File: src/assert_macros.svh
// Assertion macros shared by the frame filter modules.
`ifndef ASSERT_MACROS_SVH
`define ASSERT_MACROS_SVH

// The consequent must hold in the same cycle as the antecedent.
`define ASSERT_SAME(lbl, clk, rst, ante, cons) \
   lbl: assert property (@(posedge clk) disable iff (rst) (ante) |-> (cons)) \
      else $error("Same-cycle implication failed.");

// The consequent must hold in the cycle after the antecedent.
`define ASSERT_NEXT(lbl, clk, rst, ante, cons) \
   lbl: assert property (@(posedge clk) disable iff (rst) (ante) |=> (cons)) \
      else $error("Next-cycle implication failed.");

`endif

File: src/rrf_pkg.sv
// Package with types and codes of the receive frame filter and interrupt dispatcher.
package rrf_pkg;

   localparam int HEADER_WINDOW = 16;
   localparam int POS_W         = 5;

   typedef enum logic [1:0] {
      MODE_HDR_BYTE  = 2'd0,
      MODE_IRQ       = 2'd1,
      MODE_CCA_START = 2'd2
   } mode_type;

   typedef enum logic [2:0] {
      EV_NONE      = 3'd0,
      EV_TX_DONE   = 3'd1,
      EV_RX_IND    = 3'd2,
      EV_RX_START  = 3'd3,
      EV_CRC_ERR   = 3'd4,
      EV_CCA_DONE  = 3'd5,
      EV_DROPPED   = 3'd6
   } event_type;

   typedef enum logic [1:0] {
      FM_ACCEPT   = 2'd0,
      FM_PROMISC  = 2'd1,
      FM_ACK_ONLY = 2'd2
   } fmode_type;

   typedef enum logic [1:0] {
      REG_OWN_PAN     = 2'd0,
      REG_OWN_SHORT   = 2'd1,
      REG_OWN_LONG    = 2'd2,
      REG_FILTER_MODE = 2'd3
   } reg_idx_type;

   localparam logic [2:0]  FT_BEACON     = 3'd0;
   localparam logic [2:0]  FT_DATA       = 3'd1;
   localparam logic [2:0]  FT_ACK        = 3'd2;
   localparam logic [1:0]  AM_SHORT      = 2'd2;
   localparam logic [1:0]  AM_LONG       = 2'd3;
   localparam logic [15:0] BCAST_16      = 16'hFFFF;
   localparam logic [1:0]  FM_RESERVED   = 2'd3;

   localparam int IRQ_TXDONE  = 0;
   localparam int IRQ_RXDONE  = 1;
   localparam int IRQ_PREAMB  = 2;
   localparam int IRQ_SYNC    = 3;
   localparam int IRQ_HDROK   = 4;
   localparam int IRQ_HDRERR  = 5;
   localparam int IRQ_CRCERR  = 6;
   localparam int IRQ_CADDONE = 7;
   localparam int IRQ_CADDET  = 8;

   typedef struct packed {
      logic [1:0]  mode;
      logic [7:0]  data_byte;
      logic        first_byte;
      logic [9:0]  irq_mask;
   } req_item_type;

   typedef struct packed {
      logic [2:0] event_res;
      logic       ack_needed;
      logic       cca_busy;
      logic       cca_finished;
   } rsp_item_type;

   typedef struct packed {
      logic [2:0]  frame_kind;
      logic        ack_request;
      logic [1:0]  dest_mode;
      logic [15:0] dest_pan;
      logic [63:0] dest_addr;
   } hdr_type;

   typedef struct packed {
      logic [15:0] own_pan;
      logic [15:0] own_short;
      logic [63:0] own_long;
      logic [1:0]  filter_mode;
   } cfg_type;

endpackage

File: src/rrf_if.sv
// Channel interfaces for the request and response transfers.
interface rrf_req_if;
   logic       valid;
   logic       ready;
   logic [1:0] mode;
   logic [7:0] data_byte;
   logic       first_byte;
   logic [9:0] irq_mask;

   modport source (output valid, mode, data_byte, first_byte, irq_mask, input ready);
   modport sink   (input valid, mode, data_byte, first_byte, irq_mask, output ready);
endinterface

interface rrf_rsp_if;
   logic       valid;
   logic       ready;
   logic [2:0] event_res;
   logic       ack_needed;
   logic       cca_busy;
   logic       cca_finished;

   modport source (output valid, event_res, ack_needed, cca_busy, cca_finished, input ready);
   modport sink   (input valid, event_res, ack_needed, cca_busy, cca_finished, output ready);
endinterface

File: src/rrf_hdr_track.sv
// Header byte tracker latching frame type, ack request and destination fields.
module rrf_hdr_track
   import rrf_pkg::*;
#(
   parameter int HDR_WINDOW = HEADER_WINDOW
)
(
   input  logic       clock,
   input  logic       reset,
   input  logic       take,
   input  logic [7:0] data_byte,
   input  logic       first_byte,
   output hdr_type    hdr
);

   hdr_type           hdr_ff;
   hdr_type           hdr_in;
   logic [POS_W-1:0]  pos_ff;
   logic [POS_W-1:0]  pos_in;
   hdr_type           base;
   logic [POS_W-1:0]  pos_cur;
   logic [2:0]        addr_byte;

   always_comb begin
      base      = first_byte ? '0 : hdr_ff;
      pos_cur   = first_byte ? '0 : pos_ff;
      addr_byte = 3'(pos_cur - POS_W'(5));
      hdr_in    = hdr_ff;
      pos_in    = pos_ff;
      if (take) begin
         hdr_in = base;
         if ({1'b0, pos_cur} < (POS_W + 1)'(HDR_WINDOW)) begin
            if (pos_cur == POS_W'(0)) begin
               hdr_in.frame_kind  = data_byte[2:0];
               hdr_in.ack_request = data_byte[5];
            end else if (pos_cur == POS_W'(1)) begin
               hdr_in.dest_mode = data_byte[3:2];
            end else if (pos_cur == POS_W'(3)) begin
               hdr_in.dest_pan[7:0] = data_byte;
            end else if (pos_cur == POS_W'(4)) begin
               hdr_in.dest_pan[15:8] = data_byte;
            end else if (pos_cur >= POS_W'(5) && pos_cur <= POS_W'(12)) begin
               hdr_in.dest_addr[{addr_byte, 3'b000} +: 8] = data_byte;
            end
         end
         pos_in = (pos_cur != '1) ? pos_cur + POS_W'(1) : pos_cur;
      end
   end

   always_ff @(posedge clock) begin
      if (reset) begin
         hdr_ff <= '0;
         pos_ff <= '0;
      end else begin
         hdr_ff <= hdr_in;
         pos_ff <= pos_in;
      end
   end

   assign hdr = hdr_ff;

endmodule

File: src/rrf_irq_dispatch.sv
// Interrupt priority decoder, address filter and channel check flags.
module rrf_irq_dispatch
   import rrf_pkg::*;
(
   input  logic         clock,
   input  logic         reset,
   input  logic         step,
   input  logic [1:0]   mode,
   input  logic [9:0]   irq_mask,
   input  hdr_type      hdr,
   input  cfg_type      cfg,
   output rsp_item_type result
);

`include "assert_macros.svh"

   logic      cad_seen_ff;
   logic      cad_seen_in;
   logic      cad_done_ff;
   logic      cad_done_in;
   logic      match;
   logic      is_ack;
   logic      is_data;
   event_type ev;
   logic      ackn;

   always_comb begin
      if (hdr.frame_kind == FT_BEACON && cfg.own_pan == BCAST_16) begin
         match = 1'b1;
      end else if (hdr.dest_mode != AM_SHORT && hdr.dest_mode != AM_LONG) begin
         match = 1'b0;
      end else if (hdr.dest_pan != BCAST_16 && hdr.dest_pan != cfg.own_pan) begin
         match = 1'b0;
      end else if (hdr.dest_mode == AM_SHORT) begin
         match = (hdr.dest_addr[15:0] == cfg.own_short) || (hdr.dest_addr[15:0] == BCAST_16);
      end else begin
         match = (hdr.dest_addr == cfg.own_long);
      end
   end

   assign is_ack  = (hdr.frame_kind == FT_ACK);
   assign is_data = (hdr.frame_kind == FT_DATA);

   always_comb begin
      ev          = EV_NONE;
      ackn        = 1'b0;
      cad_seen_in = cad_seen_ff;
      cad_done_in = cad_done_ff;
      if (step && mode == MODE_CCA_START) begin
         cad_seen_in = 1'b0;
         cad_done_in = 1'b0;
      end
      priority if (irq_mask[IRQ_TXDONE]) begin
         ev = EV_TX_DONE;
      end else if (irq_mask[IRQ_RXDONE]) begin
         if (is_ack || (cfg.filter_mode != FM_ACK_ONLY && match)) begin
            ev   = EV_RX_IND;
            ackn = is_data && hdr.ack_request;
         end else if (cfg.filter_mode == FM_PROMISC) begin
            ev = EV_RX_IND;
         end else begin
            ev = EV_DROPPED;
         end
      end else if (irq_mask[IRQ_PREAMB] || irq_mask[IRQ_SYNC]) begin
         ev = EV_NONE;
      end else if (irq_mask[IRQ_HDROK]) begin
         ev = EV_RX_START;
      end else if (irq_mask[IRQ_HDRERR]) begin
         ev = EV_NONE;
      end else if (irq_mask[IRQ_CRCERR]) begin
         ev = EV_CRC_ERR;
      end else if (irq_mask[IRQ_CADDONE]) begin
         ev = EV_CCA_DONE;
         if (step && mode == MODE_IRQ) begin
            cad_done_in = 1'b1;
            if (irq_mask[IRQ_CADDET]) begin
               cad_seen_in = 1'b1;
            end
         end
      end else begin
         ev = EV_NONE;
      end
   end

   always_ff @(posedge clock) begin
      if (reset) begin
         cad_seen_ff <= 1'b0;
         cad_done_ff <= 1'b0;
      end else begin
         cad_seen_ff <= cad_seen_in;
         cad_done_ff <= cad_done_in;
      end
   end

   assign result.event_res    = ev;
   assign result.ack_needed   = ackn;
   assign result.cca_busy     = cad_seen_in;
   assign result.cca_finished = cad_done_in;

   `ASSERT_SAME(a_busy_needs_done, clock, reset, cad_seen_ff, cad_done_ff)
   `ASSERT_NEXT(a_cca_start_clears, clock, reset, step && mode == MODE_CCA_START,
                !cad_seen_ff && !cad_done_ff)

endmodule

File: src/radio_rx_frame_filter_irq_dispatch.sv
// Top level of the receive frame filter and radio interrupt dispatcher.
//
// Items arrive on req_ch: header bytes (with a first-byte mark), interrupt
// masks and channel check starts. Each interrupt mask yields exactly one
// transfer on rsp_ch with the event code, the ack flag and the channel check
// flags; header bytes and channel check starts yield none.
// An accepted item is held in an input register; while it is held there the
// header latch, address filter and priority decoder act on it, and for an
// interrupt item the result is loaded into the output register, so a response
// is valid once its request has passed the input and the output register.
// One item is taken per cycle while rsp_ch keeps up.
// While the receiver stalls with a result pending, byte and channel check
// items still pass through; an interrupt item waits in the input register and
// req_ch.ready falls only once that register is occupied.
// The csr port writes own PAN, own short address, own long address and the
// filter mode; the user must write it only while the block is idle, as the block does not enforce this.
// Synchronous reset empties both registers, clears the latched header and the
// channel check flags, and loads the register reset values.
module radio_rx_frame_filter_irq_dispatch
   import rrf_pkg::*;
#(
   parameter int HDR_WINDOW = HEADER_WINDOW
)
(
   input  logic         clock,
   input  logic         reset,
   rrf_req_if.sink      req_ch,
   rrf_rsp_if.source    rsp_ch,
   input  logic         csr_we,
   input  logic [1:0]   csr_index,
   input  logic [63:0]  csr_wdata
);

`include "assert_macros.svh"

   cfg_type      cfg_ff;
   cfg_type      cfg_in;
   logic         in_vld_ff;
   logic         in_vld_in;
   req_item_type in_item_ff;
   logic         out_vld_ff;
   logic         out_vld_in;
   rsp_item_type out_item_ff;
   logic         step;
   logic         is_irq;
   logic         req_take;
   hdr_type      hdr;
   rsp_item_type result;

   always_comb begin
      cfg_in = cfg_ff;
      if (csr_we) begin
         unique case (csr_index)
            REG_OWN_PAN:     cfg_in.own_pan   = csr_wdata[15:0];
            REG_OWN_SHORT:   cfg_in.own_short = csr_wdata[15:0];
            REG_OWN_LONG:    cfg_in.own_long  = csr_wdata;
            REG_FILTER_MODE: begin
               if (csr_wdata[1:0] != FM_RESERVED) begin
                  cfg_in.filter_mode = csr_wdata[1:0];
               end
            end
            default:         cfg_in = cfg_ff;
         endcase
      end
   end

   assign is_irq   = (in_item_ff.mode == MODE_IRQ);
   assign step     = in_vld_ff && (!is_irq || !out_vld_ff || rsp_ch.ready);
   assign req_ch.ready = !in_vld_ff || step;
   assign req_take = req_ch.valid && req_ch.ready;

   assign in_vld_in  = req_take ? 1'b1 : (step ? 1'b0 : in_vld_ff);
   assign out_vld_in = (step && is_irq) ? 1'b1 : (rsp_ch.ready ? 1'b0 : out_vld_ff);

   always_ff @(posedge clock) begin
      if (reset) begin
         cfg_ff.own_pan     <= BCAST_16;
         cfg_ff.own_short   <= '0;
         cfg_ff.own_long    <= '0;
         cfg_ff.filter_mode <= FM_ACCEPT;
         in_vld_ff          <= 1'b0;
         out_vld_ff         <= 1'b0;
      end else begin
         cfg_ff     <= cfg_in;
         in_vld_ff  <= in_vld_in;
         out_vld_ff <= out_vld_in;
      end
   end

   always_ff @(posedge clock) begin
      if (req_take) begin
         in_item_ff.mode       <= req_ch.mode;
         in_item_ff.data_byte  <= req_ch.data_byte;
         in_item_ff.first_byte <= req_ch.first_byte;
         in_item_ff.irq_mask   <= req_ch.irq_mask;
      end
      if (step && is_irq) begin
         out_item_ff <= result;
      end
   end

   rrf_hdr_track #(
      .HDR_WINDOW (HDR_WINDOW)
   ) u_hdr (
      .clock      (clock),
      .reset      (reset),
      .take       (step && in_item_ff.mode == MODE_HDR_BYTE),
      .data_byte  (in_item_ff.data_byte),
      .first_byte (in_item_ff.first_byte),
      .hdr        (hdr)
   );

   rrf_irq_dispatch u_dispatch (
      .clock    (clock),
      .reset    (reset),
      .step     (step),
      .mode     (in_item_ff.mode),
      .irq_mask (in_item_ff.irq_mask),
      .hdr      (hdr),
      .cfg      (cfg_ff),
      .result   (result)
   );

   assign rsp_ch.valid        = out_vld_ff;
   assign rsp_ch.event_res    = out_item_ff.event_res;
   assign rsp_ch.ack_needed   = out_item_ff.ack_needed;
   assign rsp_ch.cca_busy     = out_item_ff.cca_busy;
   assign rsp_ch.cca_finished = out_item_ff.cca_finished;

   `ASSERT_NEXT(a_irq_loads_output, clock, reset, step && is_irq, out_vld_ff)
   `ASSERT_SAME(a_ack_only_on_indicate, clock, reset, out_vld_ff && out_item_ff.ack_needed,
                out_item_ff.event_res == EV_RX_IND)
   `ASSERT_SAME(a_irq_waits_for_space, clock, reset, step && is_irq,
                !out_vld_ff || rsp_ch.ready)

endmodule
File: src/flat_wrapper.sv
// flat-port wrapper written by rule: the top's interface ports become plain ports
module radio_rx_frame_filter_irq_dispatch_flat import rrf_pkg::*;
#(
   parameter int HDR_WINDOW = HEADER_WINDOW
)
  (clock, reset, csr_we, csr_index, csr_wdata, req_ch_valid, req_ch_mode, req_ch_data_byte, req_ch_first_byte, req_ch_irq_mask, req_ch_ready, rsp_ch_valid, rsp_ch_event_res, rsp_ch_ack_needed, rsp_ch_cca_busy, rsp_ch_cca_finished, rsp_ch_ready);
  rrf_req_if req_ch_i ();
  rrf_rsp_if rsp_ch_i ();
  input  logic clock;
  input  logic reset;
  input  logic csr_we;
  input  logic [1:0] csr_index;
  input  logic [63:0] csr_wdata;
  input wire logic [$bits(req_ch_i.valid)-1:0] req_ch_valid;
  input wire logic [$bits(req_ch_i.mode)-1:0] req_ch_mode;
  input wire logic [$bits(req_ch_i.data_byte)-1:0] req_ch_data_byte;
  input wire logic [$bits(req_ch_i.first_byte)-1:0] req_ch_first_byte;
  input wire logic [$bits(req_ch_i.irq_mask)-1:0] req_ch_irq_mask;
  output wire logic [$bits(req_ch_i.ready)-1:0] req_ch_ready;
  output wire logic [$bits(rsp_ch_i.valid)-1:0] rsp_ch_valid;
  output wire logic [$bits(rsp_ch_i.event_res)-1:0] rsp_ch_event_res;
  output wire logic [$bits(rsp_ch_i.ack_needed)-1:0] rsp_ch_ack_needed;
  output wire logic [$bits(rsp_ch_i.cca_busy)-1:0] rsp_ch_cca_busy;
  output wire logic [$bits(rsp_ch_i.cca_finished)-1:0] rsp_ch_cca_finished;
  input wire logic [$bits(rsp_ch_i.ready)-1:0] rsp_ch_ready;
  assign req_ch_i.valid = req_ch_valid;
  assign req_ch_i.mode = req_ch_mode;
  assign req_ch_i.data_byte = req_ch_data_byte;
  assign req_ch_i.first_byte = req_ch_first_byte;
  assign req_ch_i.irq_mask = req_ch_irq_mask;
  assign req_ch_ready = req_ch_i.ready;
  assign rsp_ch_valid = rsp_ch_i.valid;
  assign rsp_ch_event_res = rsp_ch_i.event_res;
  assign rsp_ch_ack_needed = rsp_ch_i.ack_needed;
  assign rsp_ch_cca_busy = rsp_ch_i.cca_busy;
  assign rsp_ch_cca_finished = rsp_ch_i.cca_finished;
  assign rsp_ch_i.ready = rsp_ch_ready;
  radio_rx_frame_filter_irq_dispatch #(.HDR_WINDOW(HDR_WINDOW)) u_core (.clock(clock), .reset(reset), .req_ch(req_ch_i), .rsp_ch(rsp_ch_i), .csr_we(csr_we), .csr_index(csr_index), .csr_wdata(csr_wdata));
endmodule
File: config.mk
export PLATFORM = sky130hd
export DESIGN_NAME = radio_rx_frame_filter_irq_dispatch_flat
export DESIGN_NICKNAME = d
export VERILOG_FILES = /design/src/rrf_pkg.sv /design/src/rrf_if.sv /design/src/rrf_hdr_track.sv /design/src/rrf_irq_dispatch.sv /design/src/radio_rx_frame_filter_irq_dispatch.sv /design/src/flat_wrapper.sv
export VERILOG_INCLUDE_DIRS = /design/src /design/src/src
export SDC_FILE = /design/constraint.sdc
export NUM_CORES = 1
export LEC_CHECK = 0
export BUFFER_PORTS_ARGS = -buffer_cell sky130_fd_sc_hd__buf_4
export CORE_UTILIZATION = 35
export DETAILED_ROUTE_END_ITERATION = 8
export HOLD_SLACK_MARGIN = 0.1
export RECOVER_POWER = 100
export SLEW_MARGIN = 20
export SYNTH_ARGS = -nofsm -noshare
export SYNTH_HDL_FRONTEND = slang
export SYNTH_SLANG_ARGS = --single-unit
File: constraint.sdc
create_clock -name clock -period 3.7 [get_ports clock]
set_clock_uncertainty 0.05 [all_clocks]
set_input_delay 0.185 -clock clock [delete_from_list [all_inputs] [get_ports clock]]
set_output_delay 0.185 -clock clock [all_outputs]
set_load 0.1 [all_outputs]
==> metrics.txt, run 1 <==
status finished, violations left; failing checks DRC, capacitance limit, slew limit; RSZ-0062 raised after global routing no; Lkg Pwr 4.83 nW; uppermost layer routed met4; Final Hold Violating Endpoints 0; Finished Cell Area 0.0125 mm2; Synth cell types 63; Fmax 298 MHz; Starting Density 0.359; Synth Register Bits 219; DRC 5; CTS clk-pin slew, worst paths 60 ps; clock tree buffer depth 3; gr usage total 0.206; Rel. slew slack -0.880; IO Pins 100; post-detail-place hpwl 19.3 mm; DR WL met2 13.4 mm; die width 166 um; Async S/R FF share, synth 0; grt total ovfl 0; worst vdd rail ir drop 0.000361 V; period utilization 0.908; final setup fails 0; remaining antenna violation count 0; pwr dens 432 mW/mm2; Cell Rows 59; Diodes inserted 0; met3 WL post-DR 1.51 mm; Setup crit start kind flop; initial antenna violation count 0; Worst R2R End u_core.u_hdr.hdr[9]; I/O Buffers 98; drt total wl 28.6 mm; type of the worst setup path flop to flop; GPL Wtd Cong 0.910; Net count, final 1388; DR vias/cell 5.14; Mean Syn Cell Area 8.78 um2; CP Max Fanout 10; number of DRC markers in iteration 0 762; ys flop type dfxtp_1; Mapped Cells 1074; share of layout cells above drive strength 1 0.112; Hold Path Depth 2; M1 wire length 12.9 mm; Vias 8445; largest area contributor in the netlist dfxtp_1; hold_sp reset; Crit. End Element flop; Post-Syn Area 0.00943 mm2; vias in the first global route 8239; setup TNS 0 ps; Pre-antenna DRT Iters 7; register-to-register setup slack 340 ps; area grow syn2layout 32.6%; Root Driver clkbuf_16; Synth warnings 0; syn nets 1174; Max-cap violations 2; Worst-Margin Slew 2810 ps; reg2reg path depth 8; Worst-Skew Late Latency 530 ps; H-tree levels 1; Cell Area, Placed 0.0105 mm2; Area contributors post-synth dfxtp_1, nand2_1, edfxtp_1; first-pass GRT wire length 45.1 mm; clock tree sinks 219; Post-synth EDFFs 26; final design utilization 0.476; CTS tree yes; Worst Setup SP u_core.u_hdr.pos_ff[0]; register area share after synthesis 0.492; WL/cell 17.4 um; die area 0.0276 mm2; Hold EP u_core.cfg_ff[45]; Final min period 3360 ps; Crit path required time 4120 ps; core area 0.0263 mm2; chip height 166 um; Synth top area share 0.410; HP Class input pin to flop; FF-to-FF Start u_core.u_hdr.pos_ff[0]; Arr. time, crit path 3780 ps; CTS Buf Count 25; Final Max Slew Viols 120; largest net degree at the start of global routing 77
logic make-up after synthesis:
kind of cell,count (synthesis),share of synthesized area
AND/OR/NAND/NOR,427,0.209
AO/OA/AOI/OAI,232,0.154
flip-flops,219,0.492
buffers and inverters,84,0.0338
XOR/XNOR,78,0.0724
multiplexers,26,0.0276
adder cells (fa/ha/maj),8,0.0106
final cells by class:
class	count	area [um2]
sequential	219	4640
clock inverter	12	111
clock buffer	34	689
fill	2552	13800
timing repair buffer	239	2070
inverter	32	120
multi-input combinational	771	4450
tap	335	419
flip-flops by register name (all words and copies together) (netlist names):
name and cells:
u_core.in_item_ff 20, u_core.cfg_ff 98, u_core.rsp_ch.cca_finished 1, u_core.rsp_ch.cca_busy 1, u_core.in_vld_ff 1, u_core.u_dispatch.cad_done_ff 1, u_core.rsp_ch.valid 1, u_core.u_hdr.pos_ff 5
u_core.u_hdr.hdr 86, u_core.rsp_ch.event_res 3, u_core.u_dispatch.cad_seen_ff 1, u_core.rsp_ch.ack_needed 1
critical path, cell delays in order, from the launching register on:
cell	delay [ps]
dfxtp_1	440
nor2b_1	210
buf_4	170
ha_1	380
o21ai_0	280
a211o_1	430
or3_1	530
nor4_2	610
a22o_1	220
synth_stat cells (3+ instances only):
master and instances:
nand2_1 253, dfxtp_1 193, a21oi_1 120, clkbuf_1 44, xnor2_1 40, xor2_1 38, nand3_1 33, inv_1 31
o21ai_0 31, nand4_1 28, a22o_1 27, nor2_1 27, edfxtp_1 26, mux2i_1 26, nand2b_1 19, nor4_1 19
nor2b_1 9, nor3_1 9, a32o_1 8, ha_1 8, buf_1 7, and2_1 5, o21ai_1 5, a211oi_1 4
o22ai_1 4, or3_1 4, a2111oi_0 3, a41oi_1 3, and3_1 3, nor3b_1 3, o2111ai_1 3, o31a_1 3
per-layer routing:
layer  track usage  vias up
met5             0        -
met4        0.0638        0
met3        0.0260       56
met2         0.343      261
met1         0.277     3959
li1              -     4169
stage by stage:
step | std cells | total power [mW] | setup slack [ps] | hold WS [ps]
finish | 1642 | 5.40 | 341 | 109
global placement | 1468 | 2.94 | 481 | 314
global route | 1642 | 5.59 | 38.6 | 137
CTS | 1642 | 5.44 | 433 | 101
floorplan | 1074 | 2.76 | 503 | 234
detailed placement | 1468 | 2.94 | 448 | 314
placed cells by master (no fill, tap or decap), types with 4 or more instances in the layout:
| cell type | instances |
|---|---|
| a211oi_1 | 4 |
| a21oi_1 | 120 |
| a22o_1 | 27 |
| a32o_1 | 8 |
| buf_4 | 79 |
| clkbuf_1 | 17 |
| clkbuf_16 | 25 |
| clkbuf_4 | 20 |
| clkinv_1 | 4 |
| clkinv_2 | 4 |
| dfxtp_1 | 193 |
| dlygate4sd3_1 | 128 |
| edfxtp_1 | 26 |
| ha_1 | 8 |
| inv_1 | 31 |
| mux2i_1 | 26 |
| nand2_1 | 253 |
| nand2b_1 | 19 |
| nand3_1 | 33 |
| nand4_1 | 28 |
| nor2_1 | 27 |
| nor2b_1 | 9 |
| nor3_1 | 9 |
| nor4_1 | 19 |
| o21ai_0 | 32 |
| o21ai_1 | 4 |
| o22ai_1 | 4 |
| or3_1 | 4 |
| xnor2_1 | 40 |
| xor2_1 | 38 |
power by group:
| part | leakage, nW | switching [mW] | internal (mW) |
|---|---|---|---|
| logic | 2.63 | 0.233 | 0.228 |
| registers | 1.82 | 0.0655 | 2.46 |
| clock network | 0.392 | 0.974 | 1.44 |
repair_timing:
action                                  CTS  global route
endpoints found under the setup margin    0             0
hold buffers                            128             0
resized for setup                         0             0
endpoints found under the hold margin   120             0
setup buffers                             0             0
worst max-delay path by stage:
stage	endpoint	slack, ps	cells after the start
after floorplan	u_core.u_hdr.hdr[15]	500	11
after global placement	u_core.u_hdr.hdr[5]	480	10
after detailed placement	u_core.u_hdr.hdr[44]	450	11
after CTS	u_core.u_hdr.hdr[1]	430	10
after global routing	u_core.u_hdr.hdr[45]	40	11
final	u_core.u_hdr.hdr[9]	340	8
No activity file was read; power rests on OpenSTA's default activity.
==> run 2, diff against run 1 <==
clock period = 4.1 ns   (was 3.7 ns; I/O delays follow)
==> metrics.txt, run 2 (same netlist as run 1, synthesis figures left out) <==
gr usage total 0.203 (was 0.206); type of the worst setup path flop to flop (unchanged); failing checks DRC, capacitance limit, slew limit (unchanged); Cell Area, Placed 0.0105 mm2 (about the same); DR vias/cell 5.12 (was 5.14); Vias 8303 (was 8445); share of layout cells above drive strength 1 0.112 (about the same); DRC 5 (unchanged); reg2reg path depth 8 (unchanged); setup TNS 0 ps (unchanged); Pre-antenna DRT Iters 7 (unchanged); largest net degree at the start of global routing 77 (unchanged); HP Class input pin to flop (unchanged); Worst-Margin Slew 2280 ps (was 2810 ps); Fill cells 2529 (was 2552); Crit path required time 4510 ps (was 4120 ps); clock tree buffer depth 3 (unchanged); CTS clk-pin slew, worst paths 60 ps (about the same); commonest non-fill, non-tap cells in the layout nand2_1, dfxtp_1, a21oi_1 (was nand2_1, dfxtp_1, dlygate4sd3_1); Starting Density 0.359 (unchanged); RSZ-0062 raised after global routing no (unchanged); setup bufs post-CTS 0 (unchanged); Finished Cell Area 0.0123 mm2 (was 0.0125 mm2); vias in the first global route 8045 (was 8239); clock group share of total power 0.456 (was 0.447); drt total wl 28.0 mm (was 28.6 mm); Fmax 279 MHz (was 298 MHz); WL/cell 17.3 um (was 17.4 um); Net count, final 1369 (was 1388); internal power 3.79 mW (was 4.13 mW); grt total ovfl 0 (unchanged); post-detail-place hpwl 19.2 mm (was 19.3 mm); H-tree levels 1 (unchanged); Root Driver clkbuf_16 (unchanged); Cell Rows 59 (unchanged); Hold Buf Count CTS 111 (was 128); chip height 166 um (unchanged); max FFs per register 98 (unchanged); GPL Wtd Cong 0.883 (was 0.910); remaining antenna violation count 0 (unchanged); Crit. End Element flop (unchanged); die area 0.0276 mm2 (unchanged); register-to-register setup slack 520 ps (was 340 ps); Diodes inserted 0 (unchanged); Final Hold Violating Endpoints 0 (unchanged); switching power 1.14 mW (was 1.27 mW); clock tree sinks 219 (unchanged); Setup crit start kind flop (unchanged); Worst R2R End u_core.u_hdr.hdr[39] (was u_core.u_hdr.hdr[9]); Logic pwr share 0.082 (was 0.085); most common cell after layout, fill and taps aside nand2_1 (unchanged); hold_sp reset (unchanged); IO Pins 100 (unchanged); CP Cell Sequence nand2b_1 -> ha_1 -> or2_1 -> o311a_1 -> a211o_1 -> or3_1 -> nor2_2 -> mux2i_1 (was nor2b_1 -> buf_4 -> ha_1 -> o21ai_0 -> a211o_1 -> or3_1 -> nor4_2 -> a22o_1); I/O Buffers 98 (unchanged); Worst-Skew Late Latency 530 ps (about the same); Max-cap violations 2 (unchanged); Sequential Power Share 0.462 (was 0.467); Slowest-stage cell, CP edfxtp_1 (was nor4_2); core area 0.0263 mm2 (unchanged); worst vdd rail ir drop 0.000239 V (was 0.000361 V); Most flops, register u_core.cfg_ff (unchanged); Worst Setup SP u_core.in_item_ff[10] (was u_core.u_hdr.pos_ff[0]); # resized after CTS 0 (unchanged); sw frac 0.232 (was 0.236); initial antenna violation count 0 (unchanged); CTS tree yes (unchanged); period utilization 0.873 (was 0.908); Worst setup endpoint u_core.u_hdr.hdr[39] (was u_core.u_hdr.hdr[9]); CP max stage delay 580 ps (was 610 ps); number of DRC markers in iteration 0 662 (was 762); first-pass GRT wire length 44.5 mm (was 45.1 mm); CTS Buf Count 25 (unchanged); FF-to-FF Start u_core.in_item_ff[10] (was u_core.u_hdr.pos_ff[0]); die width 166 um (unchanged); status finished, violations left (unchanged); final setup fails 0 (unchanged); Final min period 3580 ps (was 3360 ps); Rel. slew slack -0.521 (was -0.880); Final Max Slew Viols 135 (was 120); CP Max Fanout 14 (was 10); Arr. time, crit path 3990 ps (was 3780 ps); pwr dens 400 mW/mm2 (was 432 mW/mm2); area grow syn2layout 30.8% (was 32.6%); Lkg Pwr 4.71 nW (was 4.83 nW)
run 2: cell count changes in the layout (fill, tap and decap cells not counted), sizes merged:
| cell | before | now |
|---|---|---|
| dlygate4sd3 | 128 | 111 |
| buf | 79 | 74 |
| clkbuf | 66 | 70 |
| bufinv | 2 | 3 |
| clkinv | 8 | 7 |
| clkinvlp | 1 | 0 |
run 2: per-stage QoR:
step / cells / worst slack, ps / power, mW / utilization / hold slack [ps]
after floorplan: 1074 / 903 / 2.49 / - / 254
after global placement: 1466 / 754 / 2.65 / 0.399 / 334
after detailed placement: 1466 / 713 / 2.65 / 0.399 / 334
after CTS: 1623 / 728 / 4.97 / 0.473 / 100
after global routing: 1623 / 250 / 5.11 / 0.469 / 126
final: 1623 / 521 / 4.93 / 0.469 / 111
run 2: area by class of cell:
| type | count | area [um2] | area share |
|---|---|---|---|
| Clock buffer | 35 | 693 | 0.0562 |
| Timing Repair Buffer | 220 | 1870 | 0.152 |
| Inverter | 32 | 120 | 0.00974 |
| Clock inverter | 11 | 138 | 0.0112 |
| Multi-Input combinational cell | 771 | 4440 | 0.360 |
| Tap cell | 335 | 419 | 0.0340 |
| Sequential cell | 219 | 4640 | 0.377 |
run 2: power groups by stage:
stage / Clock [mW] / Combinational, mW / Sequential [mW]
after global placement: 0 / 0.328 / 2.32
final: 2.25 / 0.406 / 2.28
after detailed placement: 0 / 0.330 / 2.32
after CTS: 2.28 / 0.408 / 2.28
after floorplan: 0 / 0.191 / 2.30
after global routing: 2.39 / 0.443 / 2.28
run 2: worst min path at each step:
stage / depth (start not counted) / to
after floorplan: 0 / u_core.in_item_ff[0]
after global placement: 1 / u_core.in_item_ff[8]
after detailed placement: 1 / u_core.in_item_ff[12]
after CTS: 2 / u_core.cfg_ff[42]
after global routing: 2 / u_core.cfg_ff[59]
final: 2 / u_core.cfg_ff[42]
run 2: metal layers:
metal | vias to the layer above | share of wire | routed length [um] | GRT usage
li1 | 4128 | - | - | -
met1 | 3908 | 0.46 | 12800 | 0.272
met2 | 226 | 0.47 | 13200 | 0.342
met3 | 41 | 0.049 | 1390 | 0.0274
met4 | 0 | 0.024 | 666 | 0.0532
met5 | - | 0 | 0 | 0
run 2: critical path: cells and delay by family, from the launching register on:
kind / cells / cell delay [ps]
AO/OA/AOI/OAI: 2 / 590
adder cells (fa/ha/maj): 1 / 380
flip-flops: 1 / 580
multiplexers: 1 / 250
AND/OR/NAND/NOR: 4 / 1670
